$ cat src/rtl/core/ets_pkg.sv
// ----------------------------------------------------------------------------
// ets_pkg
// Shared types and constants for the eased tween stepper.
// ----------------------------------------------------------------------------
`default_nettype none
package ets_pkg;

  localparam int unsigned CfgIdxW = 2;
  localparam int unsigned CfgDataW = 32;

  typedef enum logic [CfgIdxW-1:0] {
    REG_MODE  = 2'd0,
    REG_DUR   = 2'd1,
    REG_START = 2'd2,
    REG_END   = 2'd3
  } reg_idx_e;

  typedef enum logic [1:0] {
    EASE_LINEAR = 2'd0,
    EASE_IN_OUT = 2'd1,
    EASE_IN     = 2'd2,
    EASE_OUT    = 2'd3
  } ease_mode_e;

  localparam logic signed [31:0] SinCoef [6] = '{
    32'sd1686629713, -32'sd693598668, 32'sd85569274,
    -32'sd5026995, 32'sd172273, -32'sd3864
  };

  typedef struct packed {
    logic restart;
  } tick_req_t;

  typedef struct packed {
    logic [31:0] value_out;
    logic        still_moving;
  } tick_rsp_t;

endpackage
`default_nettype wire

$ cat src/rtl/core/ets_if.sv
// ----------------------------------------------------------------------------
// ets_if
// Valid/ready channel carrying one payload.
// ----------------------------------------------------------------------------
`default_nettype none
interface ets_if #(
  parameter type payload_t = logic
);
  logic     valid;
  logic     ready;
  payload_t data;

  modport source (output valid, output data, input ready);
  modport sink (input valid, input data, output ready);
endinterface
`default_nettype wire

$ cat src/rtl/core/eased_tween_stepper.sv
// ----------------------------------------------------------------------------
// eased_tween_stepper
// Per-tick tween generator with linear and sine easing curves.
// ----------------------------------------------------------------------------
// operation: a request is taken, then a 32-step restoring divide, then
// 32-step shift-add multiplies (square, five polynomial steps, final x
// step and the value scale for the sine curves; only the value scale
// for linear mode); zero duration goes straight to the result
// throughput: one request at a time; the next is taken only after the
// result is taken
// reset: count, registers and handshake clear; no memory to sweep
`default_nettype none
module eased_tween_stepper
  import ets_pkg::*;
(
  input  wire logic                clk_i,
  input  wire logic                rst_ni,
  input  wire logic                cfg_we_i,
  input  wire logic [CfgIdxW-1:0]  cfg_idx_i,
  input  wire logic [CfgDataW-1:0] cfg_wdata_i,
  ets_if.sink                      req_if,
  ets_if.source                    rsp_if
);

  typedef enum logic [3:0] {
    S_IDLE, S_DIV, S_PREP, S_SQ, S_HORN, S_ADD, S_LAST, S_ROUND,
    S_EASE, S_MUL, S_OUT
  } state_e;

  state_e state_q;
  logic [1:0]  mode_q;
  logic [15:0] dur_q, cnt_q;
  logic signed [31:0] start_q, end_q;
  logic [31:0] quo_q;
  logic [15:0] rem_q;
  logic [4:0]  bit_q;
  logic [5:0]  step_q;
  logic [2:0]  k_q;
  logic [16:0] r_q;
  logic signed [63:0] acc_q;
  logic signed [63:0] mcand_q;
  logic [31:0] mplier_q;
  logic        mneg_q;
  logic signed [63:0] x2_q, x30_q, p_q;
  logic [16:0] e_q;
  logic        phase_q;
  logic        mov_q;
  logic        out_v_q;
  tick_rsp_t   out_q;
  logic signed [63:0] s_q;

  assign req_if.ready = (state_q == S_IDLE) && !out_v_q;
  assign rsp_if.valid = out_v_q;
  assign rsp_if.data  = out_q;

  logic [16:0] rem_sh;
  logic [17:0] rem_sub;
  always_comb begin
    rem_sh  = {rem_q, quo_q[31]};
    rem_sub = {1'b0, rem_sh} - {2'b0, dur_q};
  end

  // truncating divide by 2^30 (toward zero)
  function automatic logic signed [63:0] tdiv30(input logic signed [63:0] v);
    logic signed [63:0] a;
    a = v < 0 ? -v : v;
    a = a >>> 30;
    return v < 0 ? -a : a;
  endfunction

  logic [16:0] sin_in;
  always_comb begin
    sin_in = r_q;
    case (ease_mode_e'(mode_q))
      EASE_IN_OUT: sin_in = (r_q <= 17'd32768) ? 17'(17'd65536 - {r_q[15:0], 1'b0})
                                                : 17'({r_q[15:0], 1'b0} - 17'd65536);
      EASE_IN:     sin_in = 17'(17'd65536 - r_q);
      default:     sin_in = r_q;
    endcase
  end

  logic signed [63:0] rnd;
  always_comb begin
    rnd = (p_q < 0) ? 64'sd0 : ((p_q + 64'sd8192) >>> 14);
    if (rnd > 64'sd65536) rnd = 64'sd65536;
  end

  always_ff @(posedge clk_i or negedge rst_ni) begin
    if (!rst_ni) begin
      state_q <= S_IDLE;
      mode_q <= '0; dur_q <= '0; start_q <= '0; end_q <= '0; cnt_q <= '0;
      out_v_q <= 1'b0;
      quo_q <= '0; rem_q <= '0; bit_q <= '0; step_q <= '0; k_q <= '0;
      r_q <= '0; acc_q <= '0; mcand_q <= '0; mplier_q <= '0; mneg_q <= 1'b0;
      x2_q <= '0; x30_q <= '0; p_q <= '0; e_q <= '0; phase_q <= 1'b0;
      mov_q <= 1'b0; out_q <= '0; s_q <= '0;
    end else begin
      if (cfg_we_i) begin
        case (reg_idx_e'(cfg_idx_i))
          REG_MODE:  mode_q <= cfg_wdata_i[1:0];
          REG_DUR:   dur_q <= cfg_wdata_i[15:0];
          REG_START: start_q <= cfg_wdata_i;
          REG_END:   end_q <= cfg_wdata_i;
          default:   ;
        endcase
      end
      if (rsp_if.valid && rsp_if.ready) out_v_q <= 1'b0;
      case (state_q)
        S_IDLE: if (req_if.valid && req_if.ready) begin
          logic [15:0] c;
          c = req_if.data.restart ? 16'd0 : cnt_q;
          c = (c < dur_q) ? 16'(c + 16'd1) : dur_q;
          cnt_q <= c;
          mov_q <= c < dur_q;
          quo_q <= {c, 16'd0};
          rem_q <= '0;
          bit_q <= 5'd0;
          if (dur_q == 16'd0) begin
            out_q <= '{value_out: start_q, still_moving: 1'b0};
            state_q <= S_OUT;
          end else state_q <= S_DIV;
        end
        // restoring divide of c*65536 by duration, one quotient bit per cycle
        S_DIV: begin
          // dividend shifts out the top as quotient bits shift in below
          if (!rem_sub[17]) rem_q <= rem_sub[15:0];
          else rem_q <= rem_sh[15:0];
          quo_q <= {quo_q[30:0], !rem_sub[17]};
          bit_q <= bit_q + 5'd1;
          if (bit_q == 5'd31) state_q <= S_PREP;
        end
        S_PREP: begin
          r_q <= quo_q[16:0];
          state_q <= S_EASE;
          phase_q <= 1'b0;
        end
        S_EASE: begin
          if (!phase_q) begin
            if (ease_mode_e'(mode_q) == EASE_LINEAR) begin
              e_q <= r_q; mcand_q <= 64'(end_q) - 64'(start_q);
              mplier_q <= 32'(r_q); acc_q <= '0; step_q <= '0;
              state_q <= S_MUL;
            end else begin
              x30_q <= 64'(sin_in) <<< 14;
              mcand_q <= 64'(sin_in) <<< 14;
              mplier_q <= {1'b0, sin_in, 14'b0};
              acc_q <= '0; step_q <= '0; state_q <= S_SQ;
            end
          end else begin
            logic signed [63:0] s;
            s = rnd;
            case (ease_mode_e'(mode_q))
              EASE_IN_OUT: e_q <= (r_q <= 17'd32768) ? 17'((64'sd65536 - s) >>> 1)
                                                      : 17'((64'sd65536 + s) >>> 1);
              EASE_IN:     e_q <= 17'(64'sd65536 - s);
              default:     e_q <= 17'(s);
            endcase
            state_q <= S_ROUND;
          end
        end
        S_ROUND: begin
          mcand_q <= 64'(end_q) - 64'(start_q);
          mplier_q <= 32'(e_q); acc_q <= '0; step_q <= '0;
          state_q <= S_MUL;
        end
        // shift-add multiply, one multiplier bit per cycle
        S_SQ, S_HORN, S_LAST, S_MUL: begin
          if (mplier_q[0]) acc_q <= acc_q + mcand_q;
          mcand_q <= mcand_q <<< 1;
          mplier_q <= mplier_q >> 1;
          step_q <= step_q + 6'd1;
          if (step_q == 6'd31) begin
            logic signed [63:0] pr, t;
            pr = mplier_q[0] ? acc_q + mcand_q : acc_q;
            case (state_q)
              S_SQ: begin
                x2_q <= tdiv30(pr); p_q <= 64'(SinCoef[5]); k_q <= 3'd4;
                state_q <= S_ADD;
              end
              S_HORN: begin
                t = (mneg_q ? -tdiv30(pr) : tdiv30(pr)) + 64'(SinCoef[k_q]);
                p_q <= t;
                if (k_q == 3'd0) k_q <= 3'd7;
                else k_q <= k_q - 3'd1;
                state_q <= S_ADD;
              end
              S_LAST: begin
                p_q <= mneg_q ? -tdiv30(pr) : tdiv30(pr);
                phase_q <= 1'b1; state_q <= S_EASE;
              end
              default: begin
                s_q <= 64'(start_q) + (pr >>> 16);
                state_q <= S_OUT;
              end
            endcase
          end
        end
        // load next multiply: |p| times x2 (or x30 after last coefficient)
        S_ADD: begin
          logic signed [63:0] ap;
          ap = p_q < 0 ? -p_q : p_q;
          mneg_q <= p_q < 0;
          acc_q <= '0; step_q <= '0;
          if (k_q == 3'd7) begin
            mcand_q <= x30_q; mplier_q <= 32'(ap); state_q <= S_LAST;
          end else begin
            mcand_q <= x2_q; mplier_q <= 32'(ap); state_q <= S_HORN;
          end
        end
        S_OUT: begin
          if (dur_q != 16'd0) out_q <= '{value_out: s_q[31:0], still_moving: mov_q};
          out_v_q <= 1'b1;
          state_q <= S_IDLE;
        end
        default: state_q <= S_IDLE;
      endcase
    end
  end

endmodule
`default_nettype wire

$ cat src/flat_wrapper.sv
// flat-port wrapper written by rule: the top's interface ports become plain ports
module eased_tween_stepper_flat import ets_pkg::*;
  (clk_i, rst_ni, cfg_we_i, cfg_idx_i, cfg_wdata_i, req_if_valid, req_if_data, req_if_ready, rsp_if_valid, rsp_if_data, rsp_if_ready);
  ets_if #(.payload_t(tick_req_t)) req_if_i ();
  ets_if #(.payload_t(tick_rsp_t)) rsp_if_i ();
  input  wire logic clk_i;
  input  wire logic rst_ni;
  input  wire logic cfg_we_i;
  input  wire logic [CfgIdxW-1:0] cfg_idx_i;
  input  wire logic [CfgDataW-1:0] cfg_wdata_i;
  input wire logic [$bits(req_if_i.valid)-1:0] req_if_valid;
  input wire logic [$bits(req_if_i.data)-1:0] req_if_data;
  output wire logic [$bits(req_if_i.ready)-1:0] req_if_ready;
  output wire logic [$bits(rsp_if_i.valid)-1:0] rsp_if_valid;
  output wire logic [$bits(rsp_if_i.data)-1:0] rsp_if_data;
  input wire logic [$bits(rsp_if_i.ready)-1:0] rsp_if_ready;
  assign req_if_i.valid = req_if_valid;
  assign req_if_i.data = req_if_data;
  assign req_if_ready = req_if_i.ready;
  assign rsp_if_valid = rsp_if_i.valid;
  assign rsp_if_data = rsp_if_i.data;
  assign rsp_if_i.ready = rsp_if_ready;
  eased_tween_stepper u_core (.clk_i(clk_i), .rst_ni(rst_ni), .cfg_we_i(cfg_we_i), .cfg_idx_i(cfg_idx_i), .cfg_wdata_i(cfg_wdata_i), .req_if(req_if_i), .rsp_if(rsp_if_i));
endmodule
$ cat config.mk
export PLATFORM = sky130hd
export DESIGN_NAME = eased_tween_stepper_flat
export DESIGN_NICKNAME = d
export VERILOG_FILES = /design/src/rtl/core/ets_pkg.sv /design/src/rtl/core/ets_if.sv /design/src/rtl/core/eased_tween_stepper.sv /design/src/flat_wrapper.sv
export SDC_FILE = /design/constraint.sdc
export NUM_CORES = 2
export LEC_CHECK = 0
export ABC_AREA = 1
export BUFFER_PORTS_ARGS = -buffer_cell sky130_fd_sc_hd__buf_4
export CORE_MARGIN = 10
export CORE_UTILIZATION = 40
export DETAILED_ROUTE_END_ITERATION = 8
export PLACE_DENSITY = 0.56
export SLEW_MARGIN = 40
export SYNTH_ARGS = -nofsm -noshare
export SYNTH_HDL_FRONTEND = slang
export SYNTH_SLANG_ARGS = --single-unit
$ cat constraint.sdc
create_clock -name clk_i -period 6.65 [get_ports clk_i]
set_input_delay 0.3325 -clock clk_i [delete_from_list [all_inputs] [get_ports clk_i]]
set_output_delay 0.3325 -clock clk_i [all_outputs]
set_load 0.01 [all_outputs]
==> metrics <==
RSZ-0062 raised after global routing=yes; Clock Root Buffer=clkbuf_16; Clock Pin Slew Worst Setup and Hold Paths=0.06 ns; synthesis-stage register bit count=572; most congested layer reported by global routing=met2; Final #Nets=9,003; # IOs=75; clk_lat worst skew=between 0.7 and 0.8 ns; CP dominant cell by count=nand2_4; largest net degree at the start of global routing=140; Via density=roughly 5.4; DR vias=55,715; post-synthesis average cell area=6.51 µm²; GR Layer Usage met3=between 6 and 7%; CP max FO=5; DRT Wirelength=214,000 µm; asr flop ratio synth=100%; Synth Warn #=0; Cell Rows=between 100 and 150; DP Wirelength=163,000 µm; relative slew slack=a little under two fifths; violations in the final reports=setup timing; GPL Wtd Cong=1.07; die width=~360 µm; Pre-antenna DRT Iters=6; worst-path cell with the longest stage delay=fa_2; slowest cell delay on critical path=0.44 ns; Final setup violation count=36; Core Region=around 0.12 mm²; Final ANT Viol Nets=0; clock sinks=roughly 570; data required time of the worst path=7.25 ns; routed length per instance=20.8 µm; first-pass GRT wire length=between 300,000 and 400,000 µm; CP Class=reg -> reg; initial DRC count=5,758; area delta synth->final=43.7%; met2 Use GR=45.7%; die span in y=365 µm; run status=finished with violations; overall routing resource usage=31.0%; sequential-to-total area share from yosys stat=30.1%; net count after synthesis=7,617; met1 Track Usage GR=44.1%; Die Area=around 0.13 mm²; vias in the first global route=52,211; Initial Utilization=40.3%; CP Capture Type=flip-flop; max-cap violations=0; Slew Viols, Final=0; fraction of layout cells with a size suffix above 1=31.2%; final hold violations=0; Tcrit/Tclk final=112%; Worst Path Arrival=about 8.0 ns; antenna violations before repair=8; Startpoint Class=flip-flop; Synth Cell Area=0.0476 mm²; H-tree Lvls=3; Post-synth EDFFs=0; CTS tree=built; Synth cell types=72; Hold Path Class=in -> reg; cts bufs inserted=73; fill count=10,952; fin worst setup slack=-0.796 ns; ys flop type=dfrtp_1; Fmax=134 MHz; clk buf depth=3; clk_skew=approximately 0.064 ns; Syn Inst Count=7,311; Congestion Overflow GR=0; DRC Markers=0; Worst-Margin Slew=0.922 ns; final core occ=57.9%; final worst path period need=between 7 and 8 ns; IO buf count=74
critical path: cells and delay by family (launching register included):
kind	cells	cell delay, ns
flip-flops	1	0.42
buffers and inverters	12	1.38
AO/OA/AOI/OAI	8	1.46
adder cells (fa/ha/maj)	3	0.84
AND/OR/NAND/NOR	31	3.14
synthesized netlist by cell type, drive strengths merged (9+ instances only):
library cell | n | area, µm²
o21a | 45 | 338
nand2 | 2106 | 8100
and2 | 24 | 150
nor2 | 752 | 3000
a21oi | 431 | 2200
a2bb2oi | 9 | 78.8
nor3 | 76 | 395
a211oi | 14 | 105
a21boi | 20 | 150
nand3b | 30 | 225
o22ai | 79 | 494
o21bai | 20 | 150
o211ai | 26 | 195
inv | 1028 | 3860
o221ai | 30 | 263
buf | 54 | 322
dfrtp | 572 | 14300
xnor2 | 36 | 315
clkinv | 11 | 42.5
o21ai | 599 | 3010
nor4 | 24 | 156
ha | 261 | 3270
a22oi | 68 | 510
xor2 | 99 | 882
clkbuf | 189 | 711
a32oi | 10 | 87.6
a31oi | 108 | 738
nand3 | 395 | 2080
nand4 | 78 | 488
or2 | 53 | 332
registers in the layout, indices dropped and copies added, names as in the netlist, 2 cells and up:
signal              flops
u_core.acc_q           64
u_core.bit_q            5
u_core.cnt_q           16
u_core.dur_q           16
u_core.e_q             17
u_core.end_q           32
u_core.k_q              3
u_core.mcand_q         64
u_core.mode_q           2
u_core.mplier_q        32
u_core.p_q             64
u_core.quo_q           32
u_core.r_q             17
u_core.rem_q           16
u_core.rsp_if.data     33
u_core.s_q             32
u_core.start_q         32
u_core.state_q          4
u_core.step_q           6
u_core.x2_q            64
u_core.x30_q           17
per-layer routing:
metal / part of all wire, % / vias to the layer above
li1: - / 26687
met1: 45 / 26490
met2: 42 / 2171
met3: 8.9 / 359
met4: 4.0 / 8
met5: 0.060 / -
through the flow:
step,setup slack [ns],TNS [ns],hold slack [ns],instances,cell area [µm²]
detailed placement,-1.60,-48.63,0.427,9917,58600
global route,-1.04,-29.63,0.0440,10287,68400
floorplan,0.0294,0,0.0369,7311,47600
CTS,-0.502,-12.02,0.00703,10214,65400
global placement,-1.66,-48.72,0.419,9917,58500
finish,-0.796,-16.61,0.0301,10290,68400
layout by cell type (no fill, tap or decap), drive strengths merged, types with 39 or more instances in the layout:
cell type,instances
xor2,99
o21ai,599
o22ai,79
nor2,752
a21oi,431
inv,1025
nand2,2106
nand4,78
ha,261
nand3,396
o21a,45
or2,53
clkbuf,93
a31oi,108
clkinv,39
nor3,76
buf,1520
dfrtp,572
a22oi,68
kinds of logic (layout without fill, tap and decap cells):
group	count (synthesis)	in the layout	synth area share, %
compound gates	1513	1513	18.5
xor+xnor	135	135	2.52
fa+ha+maj	266	266	7.08
buf+inv	1282	2721	10.4
flops	572	572	30.1
other cells	0	3	0
simple gates	3543	3544	31.5
final timing paths:
kind	startpoint	end	slack [ns]	depth (start not counted)
worst max-delay path	u_core.mcand_q[0]$_DFFE_PN0P_	u_core.p_q[56]$_DFFE_PN0P_	-0.80	54
worst min-delay path	cfg_wdata_i[14]	u_core.start_q[14]$_DFFE_PN0P_	0.03	3
worst max register to register	u_core.mcand_q[0]$_DFFE_PN0P_	u_core.p_q[56]$_DFFE_PN0P_	-0.80	54
worst min register to register	u_core.s_q[31]$_DFFE_PN0P_	u_core.s_q[31]$_DFFE_PN0P_	0.48	2
max in group asynchronous	rst_ni	u_core.p_q[61]$_DFFE_PN0P_	5.03	4
min in group asynchronous	rst_ni	u_core.rsp_if.data[18]$_DFFE_PN0P_	0.25	2
repair_timing:
| item | in CTS | in global routing |
|---|---|---|
| pin swaps | 209 | 299 |
| hold endpoints to repair | 156 | 0 |
| buffers inserted | 140 | 95 |
| resized for setup | 675 | 580 |
| hold buffers | 31 | 0 |
| setup endpoints to repair | 48 | 51 |
| cloned | 3 | 0 |
final cells by class:
class	instances	area, µm²	share of cell area (%)
flip-flops and latches	572	14300	20.9
well taps	1536	1920	2.81
inverters	1039	3920	5.73
repair buffers	1553	12400	18.1
clock buffers	93	2010	2.94
diodes	3	7.51	0.0110
clock inverters	36	503	0.736
multi-input cells	5458	33300	48.7
Power is left out: the tool's default activity adds up to more than one toggle a clock period on the data nets, which glitch-free logic cannot reach.
